$ cat config.mk
export PLATFORM = sky130hd
export DESIGN_NAME = bis_queue
export DESIGN_NICKNAME = d
export VERILOG_FILES = /design/src/sv/bis_pkg.sv /design/src/sv/bis_queue.sv
export SDC_FILE = /design/constraint.sdc
export NUM_CORES = 1
export LEC_CHECK = 0
export BUFFER_PORTS_ARGS = -buffer_cell sky130_fd_sc_hd__buf_2
export CAP_MARGIN = 20
export CORE_MARGIN = 4
export CORE_UTILIZATION = 47
export DETAILED_ROUTE_END_ITERATION = 6
export PLACE_DENSITY_LB_ADDON = 0.15
export SLEW_MARGIN = 0
export SYNTH_ARGS = -nofsm -noshare
export SYNTH_HDL_FRONTEND = slang
export SYNTH_SLANG_ARGS = --single-unit
$ cat constraint.sdc
create_clock -name clk -period 8.1 [get_ports clk]
set_input_delay 1.62 -clock clk [delete_from_list [all_inputs] [get_ports clk]]
set_output_delay 1.62 -clock clk [all_outputs]
set_load 0.02 [all_outputs]
$ cat src/sv/bis_pkg.sv
// ============================================================================
// bis_pkg: shared types and constants of the bilinear sample/splat block
// Widths, opcodes, queue entry and back-end state encodings.
// ============================================================================
package bis_pkg;

  localparam int MaxWidth  = 64;
  localparam int MaxHeight = 64;
  localparam int FracBits  = 8;

  localparam int XW    = $clog2(MaxWidth);
  localparam int YW    = $clog2(MaxHeight);
  localparam int Depth = MaxWidth * MaxHeight;
  localparam int AW    = $clog2(Depth);
  localparam int PixW  = 24;
  localparam int CrdW  = 17;
  localparam int DimW  = 7;
  localparam int WtW   = 2 * FracBits + 1;
  localparam int WsW   = WtW + 2;
  localparam int TotW  = PixW + WtW + 2;

  localparam logic signed [PixW-1:0] PixMax = {1'b0, {(PixW-1){1'b1}}};
  localparam logic signed [PixW-1:0] PixMin = {1'b1, {(PixW-1){1'b0}}};

  typedef enum logic [1:0] {
    OP_WRITE = 2'd0,
    OP_SPLAT = 2'd1,
    OP_MASK  = 2'd2,
    OP_READ  = 2'd3
  } op_t;

  typedef enum logic [1:0] {
    REG_WIDTH   = 2'd0,
    REG_HEIGHT  = 2'd1,
    REG_MISSING = 2'd2
  } reg_idx_t;

  // Classified request handed from front to back.
  typedef struct packed {
    op_t                       op;
    logic                      oob;
    logic [3:0]                inr;
    logic [3:0][AW-1:0]        addr;
    logic [3:0][WtW-1:0]       wt;
    logic signed [PixW-1:0]    val;
  } req_t;

  typedef enum logic [2:0] {
    BK_IDLE,
    BK_RD,
    BK_ACC,
    BK_DIV,
    BK_OUT,
    BK_CLR
  } bk_state_t;

endpackage

$ cat src/sv/bis_queue.sv
// ============================================================================
// bis_queue: two-entry request queue
// Decouples the classifier from the store sequencer.
// ============================================================================
module bis_queue
  import bis_pkg::*;
(
  input  logic clk,
  input  logic rst_n,
  input  logic push_i,
  input  req_t push_data_i,
  output logic full_o,
  output logic valid_o,
  input  logic pop_i,
  output req_t data_o
);

  req_t       mem_r [2];
  logic       wp_r, rp_r;
  logic [1:0] cnt_r;

  assign full_o  = cnt_r == 2'd2;
  assign valid_o = cnt_r != 2'd0;
  assign data_o  = mem_r[rp_r];

  always_ff @(posedge clk) begin
    if (!rst_n) begin
      wp_r  <= 1'b0;
      rp_r  <= 1'b0;
      cnt_r <= 2'd0;
    end else begin
      if (push_i) wp_r <= ~wp_r;
      if (pop_i)  rp_r <= ~rp_r;
      cnt_r <= cnt_r + 2'(push_i) - 2'(pop_i);
    end
    if (push_i) mem_r[wp_r] <= push_data_i;
  end

`ifndef SYNTHESIS
  a_no_over: assert property (@(posedge clk) disable iff (!rst_n)
    full_o |-> !push_i || pop_i) else $error("queue overflow");
  a_no_under: assert property (@(posedge clk) disable iff (!rst_n)
    pop_i |-> valid_o) else $error("queue underflow");
  a_cnt: assert property (@(posedge clk) disable iff (!rst_n)
    cnt_r != 2'd3) else $error("queue count");
`endif

endmodule

* Word-level counts from Yosys, hierarchy flattened *
Memories as Yosys holds them, arrays and structs flattened. A register that Yosys moved wholly into a read port is not among the register bits.
Cells that the tools add are included.

word-level totals
  input port bits = 151
  word-level logic and storage cells = 14
  memories kept = 1
  register bits = 4
  bits in writable memories = 294
  output and inout bits = 149

memories
  memory  depth  width  read ports  clocked after Yosys merged registers in  wr ports  RTL line         RTL
  mem_r   2      147    1           1                                        1         bis_queue.sv:18  req_t mem_r [2];

operators by class
  $add $sub $neg = 2
  mux-type cells = 4
  bitwise operators = 2
  reductions and logical operators = 1
  equal/unequal tests = 1

operators with widths
  operator            number
  $mux 1              4
  $add 2x1->2         1
  $eq 2x2->1 const B  1
  $not 1->1           2
  $reduce_bool 2->1   1
  $sub 2x1->2         1

* Logic depth before layout (Yosys ltp) *
Gate-level depths: netlist of the first run.

  depth after elaboration = 3
  gate-level depth with buffers = 6
  gate-level depth less buffers = 6

* Least setup slack after synthesis of the first run *
OpenSTA, ideal clock, no wires.

  path kind = in2reg
  start = in push_i
  end = mem mem_r[0][0] (netlist name) (enable)
  library setup time = 673 ps
  stages = 1
  data required time = 7,427 ps
  slack = -584 ps
  arrival time = 8,011 ps
  buffers on the path = 0
  path through = nor2b_1

between the ends
  cells in the longest elaborated chain, start to end = 2

RTL lines
  item                          RTL line         RTL
  from (decl)                   bis_queue.sv:10  input logic push_i,
  $mux 1                        bis_queue.sv:36  if (push_i) mem_r[wp_r] <= push_data_i;
  $mux 1 (not written as such)  bis_queue.sv:36
  to (decl)                     bis_queue.sv:18

No other way between the ends.

==> results_dict.tcl, run 1 <==
set metrics [dict create \
    status "completed" \
    yosysWarnings 0 \
    finalCritPeriodShare 0.581 \
    finalHoldViolCount 0 \
    cp_cell_sequence "buf_4 -> mux2_2 -> buf_2" \
    die_h_um 160 \
    crit_type "reg2out" \
    post_cts_buffers 0 \
    gp_congestion 0.748 \
    timing.hold.ws_ns 0.607 \
    pin_count 300 \
    clock.fmax_mhz 212 \
    drc 0 \
    drt-total-wl_um 21600 \
    crit_path_top_delay_cell "dfxtp_4" \
    initial_utilization 0.479 \
    slew_headroom 0.320 \
    min_period_ns 4.71 \
    ir_drop_uv 162 \
    setup-violations-final 0 \
    clk_pin_slew_ns 0.05 \
    ctsResizeCount 0 \
    rows 55 \
    final_cell_mix "299 x buf_2, 294 x edfxtp_1, 147 x mux2_2" \
    worstPathArrival_ns 3.09 \
    grt_pass1_wl_um 32600 \
    first_pass_iters 4 \
    ys_seq_elements 299 \
    finalClockSkew_ns 0.00615 \
    layout_commonest_cell "buf_2" \
    setup_tns_ns 0 \
    ys_types 13 \
    synth-xor-area-share 0.00287 \
    hold_path.class "reg2reg" \
    synth-compound-area-share 0.000690 \
    ctsHoldBuffers 0 \
    grt_max_degree 79 \
    routed-via-count 5548 \
    worstPathMaxFanout 74 \
    core_um2 22700 \
    slew_viol_final 0 \
    syn-num-nets 631 \
    cts_num_sinks 299 \
    dieArea_um2 25700 \
    synth_top_family_by_area "multiplexers" \
    synth_area_per_cell_um2 22.8 \
    tightest_slew_ns 1.02 \
    cts_max_level 1 \
    cts_tree "yes" \
    synth.area.mux_share 0.152 \
    die_x_um 160 \
    cpPeakStageDelay_ns 0.97 \
    cts_buffer_depth 3 \
    antenna_found_initial 5 \
    synth_fa_ha_area_frac 0.00230 \
    syn2layout_area_growth_pct 25.2 \
    required_ns 6.48 \
    synthSimpleGateAreaFrac 0.00517 \
    clk_latency_ns 0.53 \
    start_kind "flip-flop" \
    drive_above_1_share 0.609 \
    total_leakage_power_uw 0.00512 \
    cp-end-kind "primary output" \
    synth_cells 478 \
    fin_nets 952 \
    first_iter_violations 264 \
    port_buffers 299 \
    dp_hpwl_um 14300 \
    viasPerCell 4.99 \
    numCtsBuffers 31 \
    synth_area_um2 10900 \
    wl_per_cell_um 19.4 \
    grt_usage 0.160 \
    grt_pass1_vias 6054 \
    power_uw 3560 \
    seq_area_frac_synth 0.820 \
    ant_nets 0 \
    power_density_nw_per_um2 261 \
    root_buffer "clkbuf_16" \
    grt_setup_unrepaired "no" \
    globalRoute.totalOverflow 0 \
    cap_violations 0 \
]
==> logic make-up (layout without fill, tap and decap cells) <==
family / count (synthesis) / after routing
simple gates: 9 / 9
mux: 147 / 147
compound gates: 1 / 1
xor+xnor: 2 / 2
buf+inv: 18 / 363
flops: 299 / 299
other cells: 0 / 3
fa+ha+maj: 2 / 2
==> state kept, by name, summed over array words and instances (netlist names), named ones only <==
name / flops
cnt_r: 2
rp_r: 1
wp_r: 1
mem_r: 294
==> metal layers <==
metal,vias up,track usage,wire [um]
li1,2564,-,-
met1,2708,0.202,8650
met2,231,0.267,10600
met3,41,0.0483,1790
met4,4,0.0536,574
met5,-,0,14
==> report_power, final <==
part	switching, uW	internal, uW
combinational	232	166
sequential	31.6	1790
clock	547	792
==> synthesized netlist by cell type <==
cell,number,area [um^2]
and2_1,4,25.0
buf_2,1,5.00
buf_6,15,169
dfxtp_1,5,100
edfxtp_1,294,8830
ha_1,2,25.0
inv_1,2,7.51
mux2_2,147,1660
nor2b_1,4,25.0
o21a_1,1,7.51
or2_2,1,6.26
xnor3_1,1,22.5
xor2_1,1,8.76
==> critical path, delay by kind of cell (launching register included) <==
kind / cells / cell delay, ns
buffers and inverters: 2 / 1.04
flip-flops: 1 / 0.97
multiplexers: 1 / 0.45
==> final timing paths <==
path,from,slack (ns),cells past startpoint,endpoint
worst min register to register,rp_r,0.61,2,flip-flop
worst min-delay path,rp_r,0.61,2,flip-flop
worst max register to register,wp_r,5.46,2,mem_r[1][89]
worst max-delay path,flip-flop,3.39,3,data_o[58]
==> cell type report <==
class | instances | area, um^2
fillers | 1706 | 9080
flip-flops and latches | 299 | 8930
multi-input cells | 161 | 1790
repair buffers | 304 | 1550
clock buffers | 33 | 783
well taps | 285 | 357
clock inverters | 24 | 198
inverters | 2 | 7.51
diodes | 3 | 7.51
==> per-stage QoR <==
stage / utilization / cell area, um^2 / setup slack (ns) / std cells
detailed placement: 0.555 / 12600 / 3.87 / 1050
global placement: 0.555 / 12600 / 3.92 / 1050
floorplan: - / 10900 / 2.19 / 478
CTS: 0.598 / 13600 / 3.28 / 1107
finish: 0.600 / 13600 / 3.39 / 1111
global route: 0.600 / 13600 / 3.20 / 1111
No activity file was read; power rests on OpenSTA's default activity.
==> inputs of run 2 (changes only) <==
Clock period 8.1 ns to 3.99 ns, I/O delays scaled along.
==> results_dict.tcl, run 2 (same netlist as run 1, synthesis figures left out) <==
set metrics [dict create \
    status "completed" \
    largest_reg_flops 294 \
    die_x_um 160 \
    wl_per_cell_um 19.2 \
    viasPerCell 4.97 \
    port_buffers 299 \
    rows 55 \
    cpPeakStageDelay_ns 0.60 \
    power_density_nw_per_um2 518 \
    first_iter_violations 286 \
    cts_tree "yes" \
    grt_max_degree 149 \
    syn2layout_area_growth_pct 24.4 \
    grt_setup_unrepaired "no" \
    hold_path.class "in2reg" \
    crit_type "reg2out" \
    utilization 0.596 \
    layout_commonest_cell "buf_2" \
    antenna_found_initial 4 \
    setup-violations-final 0 \
    cts_max_level 1 \
    drc 0 \
    routed-via-count 5477 \
    pin_count 300 \
    gp_congestion 0.764 \
    grt_pass1_vias 5954 \
    worstPathArrival_ns 2.28 \
    die_h_um 160 \
    post_cts_buffers 0 \
    first_pass_iters 4 \
    reg_top3 "mem_r: 294 flops, cnt_r: 2 flops" \
    ctsResizeCount 0 \
    root_buffer "clkbuf_16" \
    start_kind "flip-flop" \
    cts_num_sinks 299 \
    cp-end-kind "primary output" \
    cts_buffer_depth 3 \
    numCtsBuffers 30 \
    total_leakage_power_uw 0.00508 \
    timing.hold.ws_ns 0.453 \
    finalClockSkew_ns 0.00698 \
    grt_pass1_wl_um 32600 \
    drt-total-wl_um 21200 \
    setup_tns_ns 0 \
    grt_usage 0.160 \
    required_ns 3.19 \
    clk_pin_slew_ns 0.06 \
    dieArea_um2 25700 \
    finalHoldViolCount 0 \
    drive_above_1_share 0.605 \
    core_um2 22700 \
    dp_slack_ns 1.43 \
    largest-register "mem_r" \
    clk_latency_ns 0.53 \
    final_cell_mix "299 x buf_2, 294 x edfxtp_1, 147 x mux2_2" \
    ir_drop_uv 382 \
    cp_cell_sequence "buf_4 -> mux2_2 -> buf_2" \
    worstPathMaxFanout 43 \
    finalCritPeriodShare 0.771 \
    dp_hpwl_um 14200 \
    ant_nets 0 \
    tightest_slew_ns 0.873 \
    crit_path_top_delay_cell "dfxtp_4" \
    initial_utilization 0.479 \
    slew_viol_final 0 \
    globalRoute.totalOverflow 0 \
    ctsHoldBuffers 0 \
    fill_cells 1698 \
    slew_headroom 0.418 \
    cap_violations 0 \
    fin_nets 951 \
    min_period_ns 3.08 \
    power_uw 7020 \
    clock.fmax_mhz 325 \
    layout_setup_ws_ns 0.912 \
]
run 2: report_power, final:
| part | leakage, uW | switching (uW) | internal, uW |
|---|---|---|---|
| Combinational | 0.00184 | 477 | 337 |
| Sequential | 0.00280 | 50.4 | 3640 |
| Clock | 0.000438 | 1050 | 1470 |
run 2: layer usage:
| layer | GRT usage | routed length [um] | vias to the layer above | part of all wire |
|---|---|---|---|---|
| li1 | - | - | 2545 | - |
| met4 | 0.0407 | 450 | 6 | 0.021 |
| met5 | 0 | 34 | - | 0.0016 |
| met3 | 0.0612 | 2070 | 38 | 0.098 |
| met1 | 0.197 | 8290 | 2665 | 0.39 |
| met2 | 0.268 | 10400 | 223 | 0.49 |
run 2: area by class of cell:
cell class	instances	area, um^2	area share
inverter	2	7.51	0.000554
multi-input combinational	161	1790	0.132
timing repair buffer	304	1570	0.116
tap	285	357	0.0263
clock buffer	39	806	0.0595
antenna	2	5.00	0.000370
sequential	299	8930	0.660
clock inverter	11	76.3	0.00564
run 2: worst max-delay path, delay by kind of cell, from the launching register on:
kind | cells | cell delay (ns)
buffers and inverters | 2 | 0.69
DFF | 1 | 0.60
muxes | 1 | 0.41
run 2: through the flow:
step | std cells | cell area [um^2]
after floorplan | 478 | 10900
after global placement | 1051 | 12700
after detailed placement | 1051 | 12700
after CTS | 1101 | 13500
after global routing | 1102 | 13500
final | 1103 | 13500
run 2: final timing paths:
| path | end | slack, ns | startpoint | cells past startpoint |
|---|---|---|---|---|
| worst min register to register | flip-flop | 0.58 | rp_r | 2 |
| worst min-delay path | mem_r[1][26] | 0.45 | push_data_i[26] | 1 |
| worst max register to register | mem_r[1][18] | 2.15 | wp_r | 2 |
| worst max-delay path | data_o[135] | 0.91 | flip-flop | 3 |
