File: src/sv/bis_pkg.sv
// ============================================================================
// bis_pkg: shared types and constants of the bilinear sample/splat block
// Widths, opcodes, queue entry and back-end state encodings.
// ============================================================================
package bis_pkg;

  localparam int MaxWidth  = 64;
  localparam int MaxHeight = 64;
  localparam int FracBits  = 8;

  localparam int XW    = $clog2(MaxWidth);
  localparam int YW    = $clog2(MaxHeight);
  localparam int Depth = MaxWidth * MaxHeight;
  localparam int AW    = $clog2(Depth);
  localparam int PixW  = 24;
  localparam int CrdW  = 17;
  localparam int DimW  = 7;
  localparam int WtW   = 2 * FracBits + 1;
  localparam int WsW   = WtW + 2;
  localparam int TotW  = PixW + WtW + 2;

  localparam logic signed [PixW-1:0] PixMax = {1'b0, {(PixW-1){1'b1}}};
  localparam logic signed [PixW-1:0] PixMin = {1'b1, {(PixW-1){1'b0}}};

  typedef enum logic [1:0] {
    OP_WRITE = 2'd0,
    OP_SPLAT = 2'd1,
    OP_MASK  = 2'd2,
    OP_READ  = 2'd3
  } op_t;

  typedef enum logic [1:0] {
    REG_WIDTH   = 2'd0,
    REG_HEIGHT  = 2'd1,
    REG_MISSING = 2'd2
  } reg_idx_t;

  // Classified request handed from front to back.
  typedef struct packed {
    op_t                       op;
    logic                      oob;
    logic [3:0]                inr;
    logic [3:0][AW-1:0]        addr;
    logic [3:0][WtW-1:0]       wt;
    logic signed [PixW-1:0]    val;
  } req_t;

  typedef enum logic [2:0] {
    BK_IDLE,
    BK_RD,
    BK_ACC,
    BK_DIV,
    BK_OUT,
    BK_CLR
  } bk_state_t;

endpackage

File: src/sv/bis_front.sv
// ============================================================================
// bis_front: request classifier
// Registers an accepted request, splits coordinates into base pixel and
// fraction, computes the four bilinear weights and store addresses.
// ============================================================================
module bis_front
  import bis_pkg::*;
(
  input  logic                   clk,
  input  logic                   rst_n,
  input  logic                   in_valid,
  output logic                   in_stall,
  input  logic [1:0]             in_opcode,
  input  logic signed [CrdW-1:0] in_coord_x,
  input  logic signed [CrdW-1:0] in_coord_y,
  input  logic signed [PixW-1:0] in_pixel_in,
  input  logic [DimW-1:0]        width_i,
  input  logic [DimW-1:0]        height_i,
  output logic                   q_valid,
  input  logic                   q_full,
  output req_t                   q_data
);

  logic                   s1_v_r;
  logic [1:0]             s1_op_r;
  logic signed [CrdW-1:0] s1_x_r, s1_y_r;
  logic signed [PixW-1:0] s1_val_r;
  logic                   take;

  assign in_stall = s1_v_r && q_full;
  assign take     = in_valid && !in_stall;

  // input register
  always_ff @(posedge clk) begin
    if (!rst_n) begin
      s1_v_r <= 1'b0;
    end else if (!in_stall) begin
      s1_v_r <= in_valid;
    end
    if (take) begin
      s1_op_r  <= in_opcode;
      s1_x_r   <= in_coord_x;
      s1_y_r   <= in_coord_y;
      s1_val_r <= in_pixel_in;
    end
  end

  // effective dimensions
  logic [DimW-1:0] ew, eh;
  assign ew = (width_i  > DimW'(MaxWidth))  ? DimW'(MaxWidth)  : width_i;
  assign eh = (height_i > DimW'(MaxHeight)) ? DimW'(MaxHeight) : height_i;

  // base pixel and fraction; write uses the plain floor
  localparam logic signed [CrdW:0] Half = (CrdW+1)'(1 << (FracBits - 1));
  logic signed [CrdW:0] cx, cy;
  logic signed [CrdW-FracBits:0] bx, by;
  logic [FracBits-1:0] fx, fy;
  logic [FracBits:0]   gx, gy;
  always_comb begin
    if (s1_op_r == OP_WRITE) begin
      cx = {s1_x_r[CrdW-1], s1_x_r};
      cy = {s1_y_r[CrdW-1], s1_y_r};
    end else begin
      cx = {s1_x_r[CrdW-1], s1_x_r} - Half;
      cy = {s1_y_r[CrdW-1], s1_y_r} - Half;
    end
    bx = cx[CrdW:FracBits];
    by = cy[CrdW:FracBits];
    fx = cx[FracBits-1:0];
    fy = cy[FracBits-1:0];
    gx = (FracBits+1)'(1 << FracBits) - {1'b0, fx};
    gy = (FracBits+1)'(1 << FracBits) - {1'b0, fy};
  end

  // per-neighbour range, address and weight
  localparam int PW = CrdW - FracBits + 2;
  req_t rq;
  always_comb begin
    logic signed [PW-1:0] px, py;
    rq     = '0;
    rq.op  = op_t'(s1_op_r);
    rq.val = s1_val_r;
    rq.oob = s1_x_r < 0 || s1_y_r < 0
          || s1_x_r > $signed({1'b0, ew, {FracBits{1'b0}}})
          || s1_y_r > $signed({1'b0, eh, {FracBits{1'b0}}});
    for (int k = 0; k < 4; k++) begin
      px = PW'(bx) + PW'(k % 2);
      py = PW'(by) + PW'(k / 2);
      rq.inr[k] = px >= 0 && py >= 0 && px < $signed(PW'(ew)) && py < $signed(PW'(eh))
               && (s1_op_r != OP_WRITE || k == 0);
      rq.addr[k] = AW'(py[YW-1:0] * ew + AW'(px[XW-1:0]));
    end
    rq.wt[0] = WtW'(gx * gy);
    rq.wt[1] = WtW'({1'b0, fx} * gy);
    rq.wt[2] = WtW'(gx * {1'b0, fy});
    rq.wt[3] = WtW'({1'b0, fx} * {1'b0, fy});
  end

  assign q_valid = s1_v_r;
  assign q_data  = rq;

endmodule

File: config.mk
export PLATFORM = sky130hd
export DESIGN_NAME = bis_front
export DESIGN_NICKNAME = d
export VERILOG_FILES = /design/src/sv/bis_pkg.sv /design/src/sv/bis_front.sv
export SDC_FILE = /design/constraint.sdc
export NUM_CORES = 1
export LEC_CHECK = 0
export BUFFER_PORTS_ARGS = -buffer_cell sky130_fd_sc_hd__buf_2
export CAP_MARGIN = 5
export CORE_ASPECT_RATIO = 0.7
export CORE_UTILIZATION = 30
export CTS_CLUSTER_DIAMETER = 150
export DETAILED_ROUTE_END_ITERATION = 6
export PLACE_DENSITY = 0.55
export REMOVE_ABC_BUFFERS = 1
export SLEW_MARGIN = 20
export SYNTH_ARGS = -nofsm -noshare
export SYNTH_HDL_FRONTEND = slang
export SYNTH_SLANG_ARGS = --single-unit
File: constraint.sdc
create_clock -name clk -period 6.4 [get_ports clk]
set_input_delay 0.64 -clock clk [delete_from_list [all_inputs] [get_ports clk]]
set_output_delay 0.64 -clock clk [all_outputs]
set_load 0.01 [all_outputs]
Word level (Yosys, flattened, before mapping). Index checks and enable logic that the tools add are counted. Widths: inputs -> output; s select.

Flip-flop bits (word level): 61. Input bits: 78. Output and inout port bits: 149. Logic and storage cells: 62.

Add/sub/neg operators: 10. Multiply operators: 6. Order comparisons: 14. Muxes and demuxes: 4. Reductions and logical operators: 23.

Operators with widths (count): $add 12x6->12 (4); $mux 18 (2); $sub 17x9->18 const B (2); $gt 17x16->1 (2); $lt 17x1->1 const B (2); $mul 6x7->12 (2); $add 10x2->11 const B (2); $ge 11x1->1 const B (2); $lt 11x8->1 (2); $ge 10x1->1 const B (2); $lt 10x8->1 (2); $sub 9x8->9 const A (2); $logic_and 1x1->1 (17); $mul 8x9->17 (1); $mul 9x8->17 (1); $mul 9x9->17 (1); $mul 8x8->16 (1); $gt 7x7->1 const B (2); $mux 7 (2); $logic_or 1x1->1 (3); $logic_not 2->1 (1); $reduce_bool 2->1 (1); $logic_not 1->1 (1).

Longest topological paths before layout. Gate-level depths: netlist of the first run.

Depth in word-level cells: 8. Mapped depth: 24. Depth with buffers taken out: 24.

Worst setup path before layout of the first run. OpenSTA, ideal clock, no wires.

Kind: reg-to-output. From: register s1_x_r[1]. To: output port q_data[74] (netlist bit). Arrival: 5.695 ns. Data required time: 5.760 ns. Path slack: 0.065 ns. Cell stages (with the launch flop): 21. Cell sequence: edfxtp_1 -> inv_1 -> ha_1 -> nand2b_1 -> or3_1 -> or3_1 -> nor2_1 -> clkbuf_1 -> nand2_1 -> fa_1 -> fa_1 -> inv_1 -> fa_1 -> fa_1 -> ha_1 -> and3_1 -> a21oi_1 -> o21ai_0 -> or4_1 -> a2111o_1 -> o211a_1.

RTL lines: start: declaration (RTL line bis_front.sv:26) `logic signed [CrdW-1:0] s1_x_r, s1_y_r;`; start signal: assignment (RTL line bis_front.sv:42) `s1_x_r <= in_coord_x;`; end: declaration (RTL line bis_front.sv:21) `output req_t q_data`.

==> metrics.md, run 1 <==
| Metric | Value |
|---|---|
| Hold_sp | in_pixel_in[8] |
| Gr busiest metal | met2 |
| Worst min-delay path class | in2reg |
| FMAX | 154.9 MHz |
| Async SR Flop Fraction | 0 |
| Rows | 71 |
| Synthesized area | approximately 16,000 um2 |
| Hold path cells | 1 |
| Remaining Overflow, GRT | 0 |
| Place WS | -0.008782 ns |
| CTS Buf Count | 9 |
| Initial antenna violation count | 4 |
| Initial Util | 0.3046 |
| Slowest cell on crit path | fa_1 |
| Crit path launch type | flop |
| Htree depth | 3 |
| Post-synth top area share | 0.2601 |
| Mean post-synth cell area | 8.758 um2 |
| Normalized max-slew margin | 0.4843 |
| Failing checks | negative setup slack |
| RSZ-0062 raised after global routing | yes |
| R2R Path End | s1_x_r[4]$_DFFE_PP_ |
| Crit path launch | s1_x_r[1]$_DFFE_PP_ |
| Most common cell after layout, fill and taps aside | inv_1 |
| Die H | 197.6 um |
| Leakage dissipation | about 10 nW |
| Clock Pin Slew Worst Setup and Hold Paths | approximately 0.060 ns |
| Max-cap viol count | 0 |
| Critical-path cell list | inv_2 -> ha_4 -> nand2b_4 -> or3_4 -> or3_4 -> buf_6 -> nor2_4 -> nand2_2 -> fa_1 -> fa_1 -> inv_1 -> fa_1 -> fa_1 -> ha_1 -> and3_4 -> a21oi_4 -> o21ai_2 -> or4_4 -> a2111o_1 -> o211a_1 -> buf_6 |
| Fin worst setup slack | -0.05522 ns |
| R2R setup slack | 4.59 ns |
| GRT met1 Usage | 0.2531 |
| Final slew viol count | 0 |
| Synth area leader | fa_1 |
| GP Congestion | approximately 0.87 |
| Outcome | complete, but fails checks |
| Synth Warn # | 0 |
| Final Hold Vio Count | 0 |
| Number of global-route vias before repair | between 10,000 and 15,000 |
| Nets | 2,740 |
| Top post-synthesis cells by area | fa_1 (26%), ha_1 (19%), edfxtp_1 (11%) |
| Post-DRT Antenna Nets | 0 |
| Layout cells sized above 1 | 0.2450 |
| Post-synth EDFFs | 60 |
| Post-Route WL | roughly 48 mm |
| Seq/Total Area, Yosys | 0.1111 |
| Core Area | 53,830 um2 |
| Pwr dens | approximately 330 nW/um2 |
| Routed wire per std cell | between 15 and 20 um |
| First DRT Iteration DRCs | roughly 620 |
| Latest clock arrival within the worst-skew pair | 0.33 ns |
| CTS tree | built |
| Min cycle time layout | 6.455 ns |
| Clk buf depth | 2 |
| Met2 global-route usage | 0.2562 |
| Primary FF master, synth | edfxtp_1 |
| DR vias | between 10,000 and 15,000 |
| Drt pass-1 iters | 5 |
| Dominant cell type by count on the critical path | fa_1 |
| Synth unique cells | 69 |
| Detailed Place HPWL | 40.00 mm |
| Worst hold endpoint | s1_val_r[8]$_DFFE_PP_ |
| Area growth syn-to-layout | 24.64% |
| CP required | between 5 and 6 ns |
| GRT Util Overall | 0.1702 |
| Drt drc | 0 |
| Pin count of the biggest net entering global routing | 54 |
| Largest stage delay on the critical path | approximately 0.52 ns |
| Root Buffer Master | clkbuf_16 |
| Flops & latches, synth | 61 |
| First-pass GRT wire length | between 70 and 80 mm |
| CP endpoint kind | output pin |
| Source of the worst register-to-register timing path | q_valid$_SDFFE_PN0N_ |
| Slew @ Worst Pin | between 0.7 and 0.8 ns |
| GR Layer Usage met3 | 0.03087 |
| Worst Skew | between 0.007 and 0.008 ns |
| DIE AREA | about 56,000 um2 |
| Final period util | 1.009 |
| Crit path DAT | 5.82 ns |
| Hold slack | 0.4767 ns |
| CP max FO | 3 |
| Chip width | roughly 280 um |
| # IOs | ~230 |
| Most frequent cells in the layout | inv_1 (329), ha_1 (233), buf_2 (224), nand2_1 (212), fa_1 (210) |
| Final setup violation count | 1 |
| Maximum vdd drop | around 0.00029 V |
| IO buf count | 225 |
| Clock sinks | 61 |
| Reg2Reg Depth | 3 |
| Vias per cell | around 4.7 |
| CP Class | reg2out |
| Cells after Synth | 1,872 |
==> how the worst max path moves through the flow <==
stage,endpoint,slack [ns],cells after the start
detailed placement,q_data[56],-0.009,22
finish,q_data[74],-0.06,21
global route,q_data[74],-0.24,22
global placement,q_data[74],0.12,22
floorplan,q_data[40],-0.08,19
CTS,q_data[74],-0.21,21
==> report_power, final <==
group | internal [W] | switching, W | leakage (nW)
logic | 0.00263 | 0.00315 | 9.65
registers | 0.000468 | 0.0000263 | 0.589
clock network | 0.000347 | 0.000207 | 0.161
==> synthesized netlist by cell type (12+ instances only) <==
cell	count
ha_1	254
xor2_1	40
nor2b_1	22
nand2b_1	15
edfxtp_1	60
a21oi_1	54
clkbuf_1	51
fa_1	213
nor4_1	12
nand3_1	24
o21ai_0	34
nor3_1	32
and2_1	124
o21bai_1	15
inv_1	342
nand2_1	222
nor2_1	90
o21a_1	18
a21o_1	26
xnor2_1	108
==> logic make-up (layout without fill, tap and decap cells) <==
logic type | Yosys count | count (layout) | share of synthesized area
AOI/OAI and AO/OA | 198 | 198 | 0.08066
xor gates and xnor gates | 152 | 152 | 0.08486
adders and majority gates | 467 | 467 | 0.4539
buffers and inverters | 407 | 735 | 0.09493
DFF | 61 | 61 | 0.1111
muxes | 3 | 3 | 0.001832
other | 1 | 3 | 0.0002287
and+or+nand+nor | 583 | 583 | 0.1725
==> stage by stage <==
stage	instance area, um2	setup TNS, ns	utilization	total power [W]	cells
floorplan	16130	-0.1442	-	0.004007	1809
global placement	18950	0	0.3520	0.005731	2864
detailed placement	18950	-0.008782	0.3520	0.005793	2864
CTS	19610	-0.4411	0.3643	0.006537	2891
global route	20430	-1.039	0.3796	0.007539	2931
finish	20440	-0.05522	0.3796	0.006832	2932
==> metal layers <==
layer | share of wire | vias up | routed length [um]
li1 | - | 6593 | -
met1 | 0.50 | 6711 | 23830
met2 | 0.43 | 338 | 20200
met3 | 0.058 | 43 | 2733
met4 | 0.015 | 6 | 703
met5 | 0.00078 | - | 37
==> area by class of cell <==
type                    instances  area (um2)
clock inverters                 7       103.9
well taps                     730       913.4
repair buffers                375        2320
flip-flops and latches         61        1822
diodes                          2       5.005
fillers                      5518       33400
inverters                     344        1295
multi-input cells            1404       13750
clock buffers                   9       225.2
==> timing repair <==
action / in CTS / in global routing
setup endpoints to repair: 21 / 34
gates resized for setup: 48 / 120
hold buffers: 0 / 0
setup buffers: 11 / 38
pin swaps: 21 / 76
cloned: 0 / 1
==> worst max-delay path, delay by kind of cell (launching register included) <==
kind	cells	cell delay (ns)
buffers and inverters	4	0.41
adders and majority gates	6	2.34
and+or+nand+nor	7	1.61
DFF	1	0.41
AOI/OAI and AO/OA	4	0.70
==> sequential cells by signal (all words and copies together) (netlist names) <==
register and count:
s1_val_r 24, s1_x_r 17, s1_op_r 2, s1_y_r 17, q_valid 1
Note: power is estimated with default switching activity, not from simulation.
==> inputs of run 2 (changes only) <==
--- a/config.mk
+++ b/config.mk
@@ -8,10 +8,10 @@
 export BUFFER_PORTS_ARGS = -buffer_cell sky130_fd_sc_hd__buf_2
 export CAP_MARGIN = 5
 export CORE_ASPECT_RATIO = 0.7
-export CORE_UTILIZATION = 30
+export CORE_UTILIZATION = 50
 export CTS_CLUSTER_DIAMETER = 150
 export DETAILED_ROUTE_END_ITERATION = 6
-export PLACE_DENSITY = 0.55
+export PLACE_DENSITY = 0.8
 export REMOVE_ABC_BUFFERS = 1
 export SLEW_MARGIN = 20
 export SYNTH_ARGS = -nofsm -noshare
==> run 2 against run 1 <==
Net effect: global-route usage rose by 11 points; the run still ends with negative setup slack left; maximum frequency fell by 0.48%; critical path depth did not move; wire length fell by 2.0%; worst hold slack improved by 0.0052 ns; final cell count fell by 11%; die area fell by 40%; sequential cell count did not move; clock skew rose by 0.00075 ns.
==> metrics.md, run 2 (synthesis results as in run 1) <==
| Metric | Value |
|---|---|
| Worst min-delay path class | in2reg |
| Clock sinks | 61 |
| Combinational power share | 0.856 |
| Final slew viol count | 0 |
| Latest clock arrival within the worst-skew pair | 0.33 ns |
| Outcome | complete, but fails checks |
| RSZ-0062 raised after global routing | yes |
| Cts-stage hold buffer count | 0 |
| Drt drc | 0 |
| NetSw | 0.003391 W |
| Routed wire per std cell | approximately 18 um |
| CP required | around 5.8 ns |
| Die H | ~150 um |
| Switching share of power | 0.4976 |
| Area after DPL | 18,430 um2 |
| Htree depth | 3 |
| Rows | 55 |
| IO buf count | between 200 and 250 |
| Detailed Place HPWL | approximately 38 mm |
| FMAX | 154.2 MHz |
| GRT Util Overall | 0.2801 |
| Min cycle time layout | about 6.5 ns |
| CTS tree | built |
| Seq pwr share | 0.072 |
| Pwr dens | roughly 340 nW/um2 |
| First DRT Iteration DRCs | between 1,000 and 1,500 |
| Finished layout cell area | approximately 20,000 um2 |
| Final std cells w/o fill | 2,620 |
| Initial antenna violation count | 2 |
| GP Congestion | about 0.96 |
| Area growth syn-to-layout | 21.52% |
| Setup TNS | -0.1515 ns |
| CP Class | reg2out |
| Core Area | 32,270 um2 |
| Post-Route WL | ~47 mm |
| Normalized max-slew margin | 0.2616 |
| Pint | between 0.003 and 0.004 W |
| Number of global-route vias before repair | approximately 15,000 |
| # placed instances | 2,543 |
| Slew @ Worst Pin | about 1.1 ns |
| Crit path launch type | flop |
| Drt pass-1 iters | 5 |
| Vias per cell | 5.501 |
| Most common cell after layout, fill and taps aside | inv_1 |
| DIE AREA | 33,530 um2 |
| Initial Util | 0.5080 |
| Top reg by flops | s1_val_r |
| Remaining Overflow, GRT | 0 |
| Nets | about 2,700 |
| Most frequent cells in the layout | inv_1 (324), ha_1 (231), buf_2 (226), nand2_1 (215), fa_1 (210) |
| Top flop regs | s1_val_r x24, s1_x_r x17, s1_y_r x17 |
| Fin worst setup slack | -0.08628 ns |
| # IOs | 227 |
| Pin count of the biggest net entering global routing | 61 |
| Post-DRT Antenna Nets | 0 |
| Final Hold Vio Count | 0 |
| Place WS | -0.03864 ns |
| Final period util | 1.013 |
| Power share of the clock group | 0.072 |
| Layout cells sized above 1 | 0.2419 |
| Number of fill cells in the layout | ~2,600 |
| CP endpoint kind | output pin |
| CTS Buf Count | 9 |
| CP max FO | 8 |
| Leakage dissipation | 10.28 nW |
| Worst Skew | approximately 0.0080 ns |
| Max-cap viol count | 0 |
| First-pass GRT wire length | 74.35 mm |
| Chip width | ~220 um |
| Failing checks | negative setup slack |
| Largest register FFs | 24 |
| Clock Pin Slew Worst Setup and Hold Paths | around 0.060 ns |
| Root Buffer Master | clkbuf_16 |
| DR vias | around 14,000 |
| Maximum vdd drop | around 0.00057 V |
| Crit path DAT | between 5 and 6 ns |
| Clk buf depth | 2 |
| Final setup violation count | 3 |
==> run 2: cell count changes in the layout (fill, tap and decap cells not counted), moves of 3 or more <==
cell / before / now
buf_4: 137 / 131
ha_4: 16 / 19
nand2_1: 212 / 215
inv_2: 14 / 18
nor3_1: 23 / 27
nor3_2: 6 / 2
xnor2_1: 95 / 98
o21ai_0: 22 / 19
inv_1: 329 / 324
buf_6: 12 / 6
==> run 2: per-stage QoR <==
stage	utilization	hold slack, ns	power [W]
2_1_floorplan	-	0.7118	0.004007
3_3_place_gp	0.5710	0.7111	0.005487
3_5_place_dp	0.5710	0.7291	0.005645
4_1_cts	0.5918	0.4706	0.006406
5_1_grt	0.6173	0.4651	0.007422
6_report	0.6173	0.4819	0.006815
==> run 2: repair_timing <==
| item | in CTS | in global routing |
|---|---|---|
| gates cloned | 0 | 1 |
| buffers inserted | 16 | 42 |
| setup endpoints to repair | 21 | 34 |
| gates resized for setup | 55 | 113 |
| pin swaps | 42 | 73 |
| hold endpoints to repair | 0 | 0 |
==> run 2: cell type report <==
class | count | area (um2) | share of cell area
Multi-Input combinational cell | 1404 | 13730 | 0.6889
Clock buffer | 9 | 225.2 | 0.01130
Inverter | 344 | 1300 | 0.06525
Sequential cell | 61 | 1822 | 0.09143
Antenna cell | 2 | 5.005 | 0.0002512
Clock inverter | 7 | 75.07 | 0.003768
Timing Repair Buffer | 366 | 2237 | 0.1123
Tap cell | 427 | 534.3 | 0.02681
==> run 2: final timing paths <==
check / slack (ns) / depth (start not counted) / startpoint / endpoint
max: -0.09 / 21 / s1_x_r[1]$_DFFE_PP_ / q_data[74]
min: 0.48 / 1 / in_coord_y[4] / s1_y_r[4]$_DFFE_PP_
max reg2reg: 4.74 / 3 / q_valid$_SDFFE_PN0N_ / s1_x_r[2]$_DFFE_PP_
min reg2reg: 0.73 / 2 / q_valid$_SDFFE_PN0N_ / q_valid$_SDFFE_PN0N_
==> run 2: metal layers <==
metal,global-route usage,share of wire
met5,0,0
met2,0.4314,0.44
met4,0.08025,0.029
met3,0.05203,0.098
met1,0.4005,0.43
==> run 2: power groups by stage <==
| stage | clock [W] | sequential (W) | combinational, W |
|---|---|---|---|
| floorplan | 0 | 0.000511 | 0.00350 |
| global placement | 0 | 0.000499 | 0.00499 |
| detailed placement | 0 | 0.000501 | 0.00514 |
| CTS | 0.000502 | 0.000492 | 0.00541 |
| global route | 0.000515 | 0.000497 | 0.00641 |
| finish | 0.000489 | 0.000494 | 0.00583 |
==> run 2: critical path, stage by stage (launching register included) <==
cell	delay, ns
edfxtp_1	0.43
inv_2	0.11
ha_4	0.15
nand2b_4	0.05
or3_4	0.37
or3_4	0.37
and2_4	0.17
buf_12	0.13
nand2_2	0.06
fa_1	0.42
fa_1	0.51
inv_2	0.04
fa_1	0.52
fa_1	0.43
ha_1	0.31
and3_4	0.17
a21oi_4	0.12
o21ai_2	0.09
or4_4	0.42
a2111o_1	0.39
o211a_1	0.14
buf_2	0.13
